## src/design/dsr_pkg.sv

```systemverilog
// ----------------------------------------------------------------------------
// dsr_pkg: shared constants for the dimension spread ranker
// Field widths of the stream payloads and default parameter values.
// ----------------------------------------------------------------------------
`default_nettype none

package dsr_pkg;

    // default configuration of the top level
    localparam int DEF_MAX_DIMS   = 16;
    localparam int DEF_COORD_BITS = 16;

    // fixed field widths
    localparam int COORD_W  = 16;
    localparam int RANK_W   = 4;
    localparam int DIMIDX_W = 4;
    localparam int SPREAD_W = 16;
    localparam int CFG_W    = 5;

    // packed stream widths
    localparam int S_DATA_W = COORD_W;
    localparam int M_DATA_W = RANK_W + DIMIDX_W + SPREAD_W;

    // register reset value
    localparam logic [CFG_W-1:0] DIMS_RESET = CFG_W'(1);

endpackage

`default_nettype wire

```

## src/design/dsr_ram.sv

```systemverilog
// ----------------------------------------------------------------------------
// dsr_ram: generic single-port-write, single-port-read RAM
// One write and one registered read per cycle; contents undefined at reset.
// ----------------------------------------------------------------------------
`default_nettype none

module dsr_ram #(
    parameter int WIDTH = 32,
    parameter int DEPTH = 16,
    parameter int ADDR_W = (DEPTH > 1) ? $clog2(DEPTH) : 1
) (
    input  wire logic              aclk,
    input  wire logic              wr_en,
    input  wire logic [ADDR_W-1:0] wr_addr,
    input  wire logic [WIDTH-1:0]  wr_data,
    input  wire logic [ADDR_W-1:0] rd_addr,
    output logic      [WIDTH-1:0]  rd_data
);

    logic [WIDTH-1:0] mem [DEPTH];

    // write port
    always_ff @(posedge aclk) begin
        if (wr_en) begin
            mem[wr_addr] <= wr_data;
        end
    end

    // registered read port
    always_ff @(posedge aclk) begin
        rd_data <= mem[rd_addr];
    end

endmodule

`default_nettype wire

```

## src/design/dimension_spread_ranker.sv

```systemverilog
// A coordinate is folded into its min/max entry in the cycle after it is accepted, and the input
// takes no new coordinate until that fold is written back (read-modify-write of the tracker RAM).
// After the flagged coordinate, each of the n ranks scans all n tracker entries through the
// one RAM read port and the shared subtract/compare unit, then holds its result on the
// output until the transaction completes.
// Reset: dims_in_use returns to 1, all trackers read as empty, no clearing pass is needed.
// ----------------------------------------------------------------------------
// dimension_spread_ranker: orders the dimensions of a point set by spread
// Tracks min/max per dimension over a coordinate stream and, at the end of
// a set, emits the dimensions widest spread first, ties to the lower index.
// ----------------------------------------------------------------------------
`default_nettype none

module dimension_spread_ranker
    import dsr_pkg::*;
#(
    parameter int MAX_DIMS   = DEF_MAX_DIMS,
    parameter int COORD_BITS = DEF_COORD_BITS
) (
    input  wire logic                aclk,
    input  wire logic                aresetn,
    // input stream
    input  wire logic                s_tvalid,
    output logic                     s_tready,
    input  wire logic [S_DATA_W-1:0] s_tdata,   // [15:0] coord
    input  wire logic                s_tlast,   // last_coord
    // result stream
    output logic                     m_tvalid,
    input  wire logic                m_tready,
    output logic      [M_DATA_W-1:0] m_tdata,   // [3:0] rank, [7:4] dim_index, [23:8] spread
    output logic                     m_tlast,   // last_result
    // configuration write (dims_in_use)
    input  wire logic                cfg_valid,
    output logic                     cfg_ready,
    input  wire logic [CFG_W-1:0]    cfg_data
);

    localparam int W     = COORD_BITS;
    localparam int DIM_W = (MAX_DIMS > 1) ? $clog2(MAX_DIMS) : 1;
    localparam int CNT_W = $clog2(MAX_DIMS + 1);

    typedef enum logic [1:0] {
        ST_IDLE,
        ST_UPDATE,
        ST_SCAN,
        ST_OUT
    } state_t;

    state_t                state_reg,    state_next;
    logic [CFG_W-1:0]      dims_reg,     dims_next;
    logic [DIM_W-1:0]      cnt_reg,      cnt_next;
    logic [DIM_W-1:0]      dsel_reg,     dsel_next;
    logic [W-1:0]          coord_reg,    coord_next;
    logic                  last_reg,     last_next;
    logic [MAX_DIMS-1:0]   vld_reg,      vld_next;
    logic [MAX_DIMS-1:0]   used_reg,     used_next;
    logic [CNT_W-1:0]      kiss_reg,     kiss_next;
    logic                  pv_reg,       pv_next;
    logic [DIM_W-1:0]      pidx_reg,     pidx_next;
    logic                  found_reg,    found_next;
    logic [DIM_W-1:0]      best_reg,     best_next;
    logic [W-1:0]          bspr_reg,     bspr_next;
    logic [CNT_W-1:0]      rank_reg,     rank_next;
    logic                  mvalid_reg,   mvalid_next;
    logic [RANK_W-1:0]     orank_reg,    orank_next;
    logic [DIMIDX_W-1:0]   odim_reg,     odim_next;
    logic [SPREAD_W-1:0]   ospr_reg,     ospr_next;
    logic                  olast_reg,    olast_next;

    logic [CNT_W-1:0]      n_act;
    logic [DIM_W-1:0]      d_sel;
    logic [CNT_W-1:0]      d_inc;
    logic                  s_acc;
    logic                  issue;
    logic                  ram_we;
    logic [DIM_W-1:0]      ram_raddr;
    logic [2*W-1:0]        ram_wdata;
    logic [2*W-1:0]        ram_rdata;
    logic signed [W-1:0]   rd_min;
    logic signed [W-1:0]   rd_max;
    logic signed [W-1:0]   cur_coord;
    logic signed [W-1:0]   new_min;
    logic signed [W-1:0]   new_max;
    logic signed [W:0]     diff;
    logic [W-1:0]          spr_cur;
    logic                  take;

    // min/max tracker store, {max, min} per dimension
    dsr_ram #(
        .WIDTH (2 * W),
        .DEPTH (MAX_DIMS),
        .ADDR_W(DIM_W)
    ) u_trk_ram (
        .aclk   (aclk),
        .wr_en  (ram_we),
        .wr_addr(dsel_reg),
        .wr_data(ram_wdata),
        .rd_addr(ram_raddr),
        .rd_data(ram_rdata)
    );

    // active dimension count, out-of-range register values clamped
    always_comb begin
        if (dims_reg == '0) begin
            n_act = CNT_W'(1);
        end else if (32'(dims_reg) > MAX_DIMS) begin
            n_act = CNT_W'(MAX_DIMS);
        end else begin
            n_act = CNT_W'(dims_reg);
        end
    end

    // dimension of the incoming coordinate
    assign d_sel = (CNT_W'(cnt_reg) >= n_act) ? '0 : cnt_reg;
    assign d_inc = CNT_W'(d_sel) + CNT_W'(1);

    assign s_tready  = (state_reg == ST_IDLE);
    assign s_acc     = s_tvalid && s_tready;
    assign cfg_ready = 1'b1;

    // shared read port: tracker lookup on accept, entry walk while scanning
    assign issue     = (state_reg == ST_SCAN) && (kiss_reg < n_act);
    assign ram_raddr = (state_reg == ST_SCAN) ? (issue ? kiss_reg[DIM_W-1:0] : '0) : d_sel;

    assign rd_min    = $signed(ram_rdata[W-1:0]);
    assign rd_max    = $signed(ram_rdata[2*W-1:W]);
    assign cur_coord = $signed(coord_reg);

    // min/max fold, an empty entry takes the coordinate as is
    always_comb begin
        new_min = (!vld_reg[dsel_reg] || (cur_coord < rd_min)) ? cur_coord : rd_min;
        new_max = (!vld_reg[dsel_reg] || (cur_coord > rd_max)) ? cur_coord : rd_max;
    end

    assign ram_we    = (state_reg == ST_UPDATE);
    assign ram_wdata = {new_max, new_min};

    // spread of the entry under evaluation and best-so-far compare
    assign diff    = {rd_max[W-1], rd_max} - {rd_min[W-1], rd_min};
    assign spr_cur = vld_reg[pidx_reg] ? diff[W-1:0] : '0;
    assign take    = pv_reg && !used_reg[pidx_reg] && (!found_reg || (spr_cur > bspr_reg));

    // sequencer next state
    always_comb begin
        state_next  = state_reg;
        dims_next   = dims_reg;
        cnt_next    = cnt_reg;
        dsel_next   = dsel_reg;
        coord_next  = coord_reg;
        last_next   = last_reg;
        vld_next    = vld_reg;
        used_next   = used_reg;
        kiss_next   = kiss_reg;
        pv_next     = pv_reg;
        pidx_next   = pidx_reg;
        found_next  = found_reg;
        best_next   = best_reg;
        bspr_next   = bspr_reg;
        rank_next   = rank_reg;
        mvalid_next = mvalid_reg;
        orank_next  = orank_reg;
        odim_next   = odim_reg;
        ospr_next   = ospr_reg;
        olast_next  = olast_reg;

        if (cfg_valid && cfg_ready) begin
            dims_next = cfg_data;
        end

        case (state_reg)
            ST_IDLE: begin
                // take a coordinate, the RAM read of its entry is in flight
                if (s_acc) begin
                    dsel_next  = d_sel;
                    coord_next = W'(s_tdata[COORD_W-1:0]);
                    last_next  = s_tlast;
                    cnt_next   = (d_inc >= n_act) ? '0 : d_inc[DIM_W-1:0];
                    state_next = ST_UPDATE;
                end
            end
            ST_UPDATE: begin
                // write back the folded entry
                vld_next[dsel_reg] = 1'b1;
                if (last_reg) begin
                    rank_next  = '0;
                    kiss_next  = '0;
                    pv_next    = 1'b0;
                    found_next = 1'b0;
                    state_next = ST_SCAN;
                end else begin
                    state_next = ST_IDLE;
                end
            end
            ST_SCAN: begin
                // walk all entries, keep the widest unused one
                if (issue) begin
                    kiss_next = kiss_reg + CNT_W'(1);
                    pidx_next = kiss_reg[DIM_W-1:0];
                    pv_next   = 1'b1;
                end else begin
                    pv_next = 1'b0;
                end
                if (take) begin
                    found_next = 1'b1;
                    best_next  = pidx_reg;
                    bspr_next  = spr_cur;
                end
                if (!issue && !pv_reg) begin
                    used_next[best_reg] = 1'b1;
                    mvalid_next = 1'b1;
                    orank_next  = RANK_W'(rank_reg);
                    odim_next   = DIMIDX_W'(best_reg);
                    ospr_next   = SPREAD_W'(bspr_reg);
                    olast_next  = (CNT_W'(rank_reg + CNT_W'(1)) == n_act);
                    state_next  = ST_OUT;
                end
            end
            ST_OUT: begin
                // hold the result until the transaction completes
                if (m_tready) begin
                    mvalid_next = 1'b0;
                    if (olast_reg) begin
                        vld_next   = '0;
                        used_next  = '0;
                        cnt_next   = '0;
                        state_next = ST_IDLE;
                    end else begin
                        rank_next  = rank_reg + CNT_W'(1);
                        kiss_next  = '0;
                        pv_next    = 1'b0;
                        found_next = 1'b0;
                        state_next = ST_SCAN;
                    end
                end
            end
            default: begin
                state_next = ST_IDLE;
            end
        endcase
    end

    // state and registered outputs
    always_ff @(posedge aclk) begin
        if (!aresetn) begin
            state_reg  <= ST_IDLE;
            dims_reg   <= DIMS_RESET;
            cnt_reg    <= '0;
            vld_reg    <= '0;
            used_reg   <= '0;
            kiss_reg   <= '0;
            pv_reg     <= 1'b0;
            found_reg  <= 1'b0;
            rank_reg   <= '0;
            mvalid_reg <= 1'b0;
        end else begin
            state_reg  <= state_next;
            dims_reg   <= dims_next;
            cnt_reg    <= cnt_next;
            vld_reg    <= vld_next;
            used_reg   <= used_next;
            kiss_reg   <= kiss_next;
            pv_reg     <= pv_next;
            found_reg  <= found_next;
            rank_reg   <= rank_next;
            mvalid_reg <= mvalid_next;
        end
        dsel_reg  <= dsel_next;
        coord_reg <= coord_next;
        last_reg  <= last_next;
        pidx_reg  <= pidx_next;
        best_reg  <= best_next;
        bspr_reg  <= bspr_next;
        orank_reg <= orank_next;
        odim_reg  <= odim_next;
        ospr_reg  <= ospr_next;
        olast_reg <= olast_next;
    end

    // result port
    assign m_tvalid = mvalid_reg;
    assign m_tdata  = {ospr_reg, odim_reg, orank_reg};
    assign m_tlast  = olast_reg;

endmodule

`default_nettype wire

```

## config.mk

```make
export PLATFORM = sky130hd
export DESIGN_NAME = dimension_spread_ranker
export DESIGN_NICKNAME = d
export VERILOG_FILES = /design/src/design/dsr_pkg.sv /design/src/design/dsr_ram.sv /design/src/design/dimension_spread_ranker.sv
export SDC_FILE = /design/constraint.sdc
export NUM_CORES = 1
export LEC_CHECK = 0
export BUFFER_PORTS_ARGS = -buffer_cell sky130_fd_sc_hd__buf_2
export CORE_MARGIN = 2
export CORE_UTILIZATION = 60
export CTS_BUF_LIST = sky130_fd_sc_hd__clkbuf_8 sky130_fd_sc_hd__clkbuf_16
export CTS_CLUSTER_DIAMETER = 50
export DETAILED_ROUTE_END_ITERATION = 8
export PLACE_DENSITY = 0.77
export SETUP_SLACK_MARGIN = 0.1
export SYNTH_ARGS = -nofsm -noshare
export SYNTH_HDL_FRONTEND = slang
export SYNTH_HIERARCHICAL = 1
export SYNTH_SLANG_ARGS = --single-unit
```

## constraint.sdc

```tcl
create_clock -name aclk -period 7.3 [get_ports aclk]
set_input_delay 0.365 -clock aclk [delete_from_list [all_inputs] [get_ports aclk]]
set_output_delay 0.365 -clock aclk [all_outputs]
set_load 0.02 [all_outputs]
```

==> summary.md, run 1 <==
| Metric | Value |
|---|---|
| Outcome | `finished clean` |
| Final setup viols | `0` |
| EDFF count, synth | `a little under 600` |
| Synthesized area per cell | `approximately 18 µm²` |
| Req. time, crit path | `7780 ps` |
| Total GRT Usage | `between 20% and 30%` |
| Seq/Total Area, Yosys | `70.0%` |
| Root Driver | `clkbuf_16` |
| Area grow syn2layout | `12.7%` |
| Clk slew on worst S/H paths | `60 ps` |
| Wire per inst | `~27 µm` |
| Die area | `around 48000 µm²` |
| Initial antenna violation count | `0` |
| Hpwl dp | `34100 µm` |
| Worst setup margin | `approximately 2300 ps` |
| Layout Nets | `approximately 1800` |
| PwrDens | `267 nW/µm²` |
| Final TNS setup | `0 ps` |
| DIE HEIGHT | `~220 µm` |
| Worst Reg-to-Reg Cells | `11` |
| FP Rows | `78` |
| Max Cap Viol | `0` |
| Largest net degree at the start of global routing | `129` |
| CTS Buffer Depth | `3` |
| Slew Viols, Final | `0` |
| Vias in the first global route | `~15000` |
| Least-Margin Pin Slew | `about 1200 ps` |
| Leading registers by flop count | `u_trk_ram/mem x512, u_trk_ram/rd_data x32` |
| Clock Latency Late Sink | `slightly above 600 ps` |
| Post-CTS Hold Buffers | `19` |
| Final WL | `around 61000 µm` |
| Hold Fails Final Rpt | `0` |
| Pre-Repair DR Iteration Count | `5` |
| Number of DRC markers in iteration 0 | `1538` |
| Clk_skew | `16.7 ps` |
| Core ar. | `around 45000 µm²` |
| Tightest Hold Check Type | `primary input to flip-flop` |
| Cell area after synthesis | `around 28000 µm²` |
| Hold depth | `3` |
| Async S/R FF share, synth | `0%` |
| Synthesis warning total | `6` |
| Number of gates resized after cts | `0` |
| Die X | `218 µm` |
| Mapped Nets | `~1700` |
| # diodes | `0` |
| Worst slack at placement | `2320 ps` |
| Final period util | `68.3%` |
| Post-route ant nets | `0` |
| DR vias/cell | `6.46` |
| Crit Path Category | `flip-flop to flip-flop` |
| Crit Path Max Fanout | `77` |
| Layout cell share with drive strength beyond 1 | `a little under a quarter` |
| Global-route wire length before repair | `92500 µm` |
| Max reg flops | `512` |
| Post-CTS setup buffer count | `0` |
| Synthesized flop and latch total | `670` |
| Total congestion overflow | `0` |
| Crit. End Element | `flip-flop` |
| H-tree levels | `3` |
| Reg-to-reg endpoint | `u_trk_ram/rd_data[9]$_DFF_P_` |
| Synthesized instance count | `around 1600` |
| Period minus WS final | `4980 ps` |
| Cts bufs inserted | `between 60 and 70` |
| CTS sink cnt | `670` |
| RSZ-0062 raised after global routing | `no` |
| CTS tree | `done` |
| Worst setup path end | `u_trk_ram/rd_data[9]$_DFF_P_` |
| DRC | `0` |
| I/O Pins | `between 50 and 60` |
| FMAX | `between 200 and 250 MHz` |
| Synth unique cells | `a little over 70` |
| Slew headroom | `21.3%` |
| Startpoint Class | `flip-flop` |
| Vias | `between 10000 and 15000` |
| Main synth FF type | `edfxtp_1` |
| Initial Util | `between 60% and 70%` |
| Crit path DAT | `between 5000 and 6000 ps` |
| Input/output buffers | `between 50 and 60` |
| Leakage power | `10.5 nW` |
| R2R setup slack | `approximately 2300 ps` |
| Peak VDD IR | `approximately 240 µV` |
| Placer congestion estimate | `0.830` |
| Worst setup path startpoint | `dims_reg[4]$_SDFFE_PN0P_` |
| Top reg by flops | `u_trk_ram/mem` |
| RR Startpoint | `dims_reg[4]$_SDFFE_PN0P_` |
## cells by family (layout without fill, tap and decap cells)
| logic type | Yosys count | after routing | share of synthesized area (%) |
|---|---|---|---|
| other cells | 1 | 1 | 0.0136 |
| xor+xnor | 19 | 19 | 0.605 |
| buf+inv | 129 | 292 | 2.08 |
| flops | 670 | 670 | 70.0 |
| fa+ha+maj | 79 | 79 | 3.62 |
| compound gates | 218 | 218 | 5.66 |
| mux | 182 | 182 | 13.5 |
| simple gates | 253 | 253 | 4.56 |
## critical path: stages, from the launching register on
cell and delay (ps):
dfxtp_1 390, clkinv_1 250, nand2_1 190, ha_1 280
a2111oi_0 420, o211ai_1 200, a311oi_2 930, a22o_4 620
buf_12 550, mux4_2 590, a22oi_1 240, nand2_1 110
## through the flow
stage	instance area (µm²)	power (mW)	hold WS [ps]	utilization [%]	instances
6_report	31000	8.27	22.3	68.4	2314
5_1_grt	31000	8.52	47.4	68.4	2314
4_1_cts	31000	8.31	12.9	68.4	2314
3_5_place_dp	28600	4.94	439	63.1	2167
3_3_place_gp	28600	4.92	430	63.1	2167
2_1_floorplan	27500	4.78	420	-	1551
## power by group
| group | switching, mW | internal, mW | leakage [nW] |
|---|---|---|---|
| clock network | 1.43 | 1.96 | 1.15 |
| registers | 0.0546 | 4.24 | 5.98 |
| logic | 0.332 | 0.252 | 3.37 |
| total | 1.82 | 6.45 | 10.5 |
## synth_stat cells (6+ instances only)
master | n | area [µm²]
a21oi_1 | 35 | 175
dfxtp_1 | 88 | 1760
mux2_4 | 20 | 300
nand3_1 | 16 | 80.1
edfxtp_1 | 582 | 17500
mux4_2 | 139 | 3130
mux2_2 | 14 | 158
and2_1 | 9 | 56.3
xnor2_1 | 11 | 96.3
buf_2 | 10 | 50.1
a21o_1 | 9 | 67.6
nand2_1 | 76 | 285
a22o_1 | 10 | 87.6
xor2_1 | 8 | 70.1
nor3b_1 | 6 | 45.0
buf_1 | 12 | 45.0
mux2i_1 | 7 | 70.1
o21ai_0 | 24 | 120
buf_4 | 10 | 75.1
a22oi_1 | 65 | 488
ha_1 | 78 | 976
nor2_1 | 57 | 214
inv_1 | 61 | 229
nand2b_1 | 11 | 68.8
clkbuf_1 | 31 | 116
o21a_1 | 8 | 60.1
a211oi_1 | 6 | 45.0
nor2b_1 | 26 | 163
nor3_1 | 22 | 110
a31oi_1 | 15 | 93.8
## cell type report
| type | instances | area [µm²] |
|---|---|---|
| repair buffers | 102 | 706 |
| clock inverters | 49 | 315 |
| clock buffers | 79 | 1890 |
| flip-flops and latches | 670 | 19200 |
| multi-input cells | 752 | 7860 |
| well taps | 600 | 751 |
| fillers | 2868 | 14300 |
| inverters | 62 | 233 |
## layer usage
layer	vias to the layer above	routed length, µm	GRT usage [%]
met2	719	30100	42.9
met4	0	2100	10.5
met1	7646	23800	36.5
li1	6427	-	-
met3	145	5410	5.29
met5	-	0	0
## how the worst min path moves through the flow
stage | startpoint | to | slack [ps]
3_5_place_dp | bspr_reg[6]$_DFFE_PP_ | ospr_reg[6]$_DFFE_PP_ | 440
2_1_floorplan | used_reg[3]$_SDFFE_PN0P_ | used_reg[3]$_SDFFE_PN0P_ | 420
3_3_place_gp | used_reg[3]$_SDFFE_PN0P_ | used_reg[3]$_SDFFE_PN0P_ | 430
4_1_cts | cfg_data[2] | dims_reg[2]$_SDFFE_PN0P_ | 10
5_1_grt | cfg_data[2] | dims_reg[2]$_SDFFE_PN0P_ | 50
6_report | cfg_data[2] | dims_reg[2]$_SDFFE_PN0P_ | 20
## layout by cell type (no fill, tap or decap), types with 9 or more instances in the layout
cell type      count
a21oi_1           35
edfxtp_1         582
buf_2             53
nor2_4            13
dfxtp_1           88
dlygate4sd3_1     19
nor2b_1           24
a21o_1             9
mux2_2            14
nor3_1            18
nand3_1           16
ha_1              78
clkbuf_16         71
a31oi_1           15
clkinv_1          15
a22oi_1           65
nor2_1            44
o21ai_0           24
xnor2_1           11
nand2_1           76
mux2_4            20
inv_1             77
mux4_2           139
nand2b_1          11
buf_4             28
Power figures use the tool's default switching activity.
==> inputs of run 2 (changes only) <==
==> constraint.sdc (replaced) <==
create_clock -name aclk -period 5.13 [get_ports aclk]
set_input_delay 0.2565 -clock aclk [delete_from_list [all_inputs] [get_ports aclk]]
set_output_delay 0.2565 -clock aclk [all_outputs]
set_load 0.02 [all_outputs]
==> summary.md, run 2 (same netlist as run 1, synthesis figures left out) <==
| Metric | Value |
|---|---|
| Final TNS setup | `0 ps` |
| Req. time, crit path | `between 5000 and 6000 ps` |
| Hold Fails Final Rpt | `0` |
| Overall Power | `~12 mW` |
| Final setup viols | `0` |
| I/O Pins | `55` |
| Placer congestion estimate | `0.854` |
| Max reg flops | `between 500 and 600` |
| DIE HEIGHT | `218 µm` |
| Tightest Hold Check Type | `primary input to flip-flop` |
| Hold path startpoint | `aresetn` |
| PwrDens | `between 300 and 400 nW/µm²` |
| Die X | `218 µm` |
| DRC | `0` |
| CTS Buffer Depth | `3` |
| CTS sink cnt | `670` |
| Area grow syn2layout | `13.6%` |
| Number of gates resized after cts | `0` |
| Commonest non-fill, non-tap cells in the layout | `edfxtp_1, mux4_2, dfxtp_1` |
| Input/output buffers | `53` |
| Vias | `roughly 15000` |
| RR Startpoint | `u_trk_ram/rd_data[16]$_DFF_P_` |
| Global-route wire length before repair | `93500 µm` |
| Period minus WS final | `4280 ps` |
| H-tree levels | `3` |
| Hold EP | `dims_reg[0]$_SDFFE_PN1P_` |
| Reg-to-reg endpoint | `bspr_reg[11]$_DFFE_PP_` |
| Post-CTS setup buffer count | `0` |
| Pre-Repair DR Iteration Count | `5` |
| Crit. End Element | `flip-flop` |
| Wire per inst | `between 20 and 30 µm` |
| Layout cell share with drive strength beyond 1 | `between 20% and 30%` |
| Worst Reg-to-Reg Cells | `15` |
| Leading registers by flop count | `u_trk_ram/mem x512, u_trk_ram/rd_data x32` |
| Initial antenna violation count | `0` |
| RSZ-0062 raised after global routing | `no` |
| Vias in the first global route | `approximately 15000` |
| Least-Margin Pin Slew | `1250 ps` |
| Largest net degree at the start of global routing | `50` |
| Layout Nets | `1779` |
| Cts bufs inserted | `69` |
| Post-route ant nets | `0` |
| Hold depth | `2` |
| FMAX | `about 230 MHz` |
| Post-layout instance area | `roughly 31000 µm²` |
| Final WL | `62200 µm` |
| FP Rows | `just under 80` |
| Number of DRC markers in iteration 0 | `around 1600` |
| Crit Path Category | `flip-flop to flip-flop` |
| Peak VDD IR | `about 300 µV` |
| Root Driver | `clkbuf_16` |
| Total congestion overflow | `0` |
| Total GRT Usage | `between 20% and 30%` |
| R2R setup slack | `between 800 and 900 ps` |
| Crit Path Max Fanout | `19` |
| Post-Place Cell Area | `about 29000 µm²` |
| Slew Viols, Final | `0` |
| Slew headroom | `between 10% and 20%` |
| Most common cell after layout, fill and taps aside | `edfxtp_1` |
| DR vias/cell | `about 6.4` |
| Die area | `between 40000 and 50000 µm²` |
| Crit path DAT | `~4600 ps` |
| CTS tree | `done` |
| Initial Util | `roughly three fifths` |
| Max Cap Viol | `0` |
| # diodes | `0` |
| Outcome | `finished clean` |
| Startpoint Class | `flip-flop` |
| Hpwl dp | `36600 µm` |
| Clk_skew | `40.2 ps` |
| Top reg by flops | `u_trk_ram/mem` |
| Clk slew on worst S/H paths | `roughly 60 ps` |
| Final period util | `a little over four fifths` |
| Leakage power | `between 10 and 15 nW` |
| Clock Latency Late Sink | `about 610 ps` |
| Core ar. | `approximately 45000 µm²` |
-- run 2: how the worst max path moves through the flow --
stage                                        from                      to  slack (ps)  depth (start not counted)
floorplan                   pidx_reg[0]$_DFFE_PP_   best_reg[0]$_DFFE_PP_         430                         13
global placement     u_trk_ram/rd_data[2]$_DFF_P_   bspr_reg[1]$_DFFE_PP_        1020                         16
detailed placement   u_trk_ram/rd_data[2]$_DFF_P_   bspr_reg[1]$_DFFE_PP_        1010                         16
CTS                 u_trk_ram/rd_data[16]$_DFF_P_  bspr_reg[11]$_DFFE_PP_         900                         15
global route         u_trk_ram/rd_data[2]$_DFF_P_  bspr_reg[11]$_DFFE_PP_         550                         16
finish              u_trk_ram/rd_data[16]$_DFF_P_  bspr_reg[11]$_DFFE_PP_         850                         15
-- run 2: layout make-up --
cell class / count / area (µm²)
repair buffers: 118 / 886
well taps: 600 / 751
clock inverters: 47 / 358
fillers: 2812 / 14000
flip-flops and latches: 670 / 19200
multi-input cells: 752 / 7860
inverters: 62 / 233
clock buffers: 80 / 1910
-- run 2: timing repair --
item / 4_1_cts / 5_1_grt
endpoints found under the hold margin: 22 / 0
setup endpoints to repair: 0 / 0
hold buffers: 23 / 0
-- run 2: through the flow --
| step | hold WS (ps) | std cells | setup WS [ps] | util [%] |
|---|---|---|---|---|
| 2_1_floorplan | 355 | 1551 | 427 | - |
| 3_3_place_gp | 435 | 2179 | 1020 | 63.5 |
| 3_5_place_dp | 435 | 2179 | 1010 | 63.5 |
| 4_1_cts | 1.40 | 2329 | 897 | 69.0 |
| 5_1_grt | 32.0 | 2329 | 548 | 69.0 |
| 6_report | 39.0 | 2329 | 854 | 69.0 |
-- run 2: critical path, cell delays in order, from the launching register on --
cell and delay (ps):
dfxtp_1 430, inv_1 90, ha_1 230, fa_1 380
nor2b_1 190, o31a_1 190, o41ai_1 140, or4_1 530
a21o_1 180, a21oi_1 330, ha_1 210, nand2_1 80
nor3_1 260, o32ai_1 140, a211oi_2 250, buf_4 310
-- run 2: per-layer routing --
| metal | routed length (µm) | track usage [%] | vias up |
|---|---|---|---|
| met5 | 0 | 0 | - |
| met4 | 2510 | 12.7 | 0 |
| met3 | 4800 | 5.62 | 156 |
| met2 | 30100 | 43.1 | 676 |
| met1 | 24800 | 36.4 | 7596 |
| li1 | - | - | 6468 |
-- run 2: power by group --
group          total [mW]  leakage (nW)  internal, mW  switching (mW)
registers            6.11          5.98          6.03          0.0837
logic               0.851          3.46         0.377           0.474
clock network        4.92          1.19          2.88            2.04
total                11.9          10.6          9.29            2.60
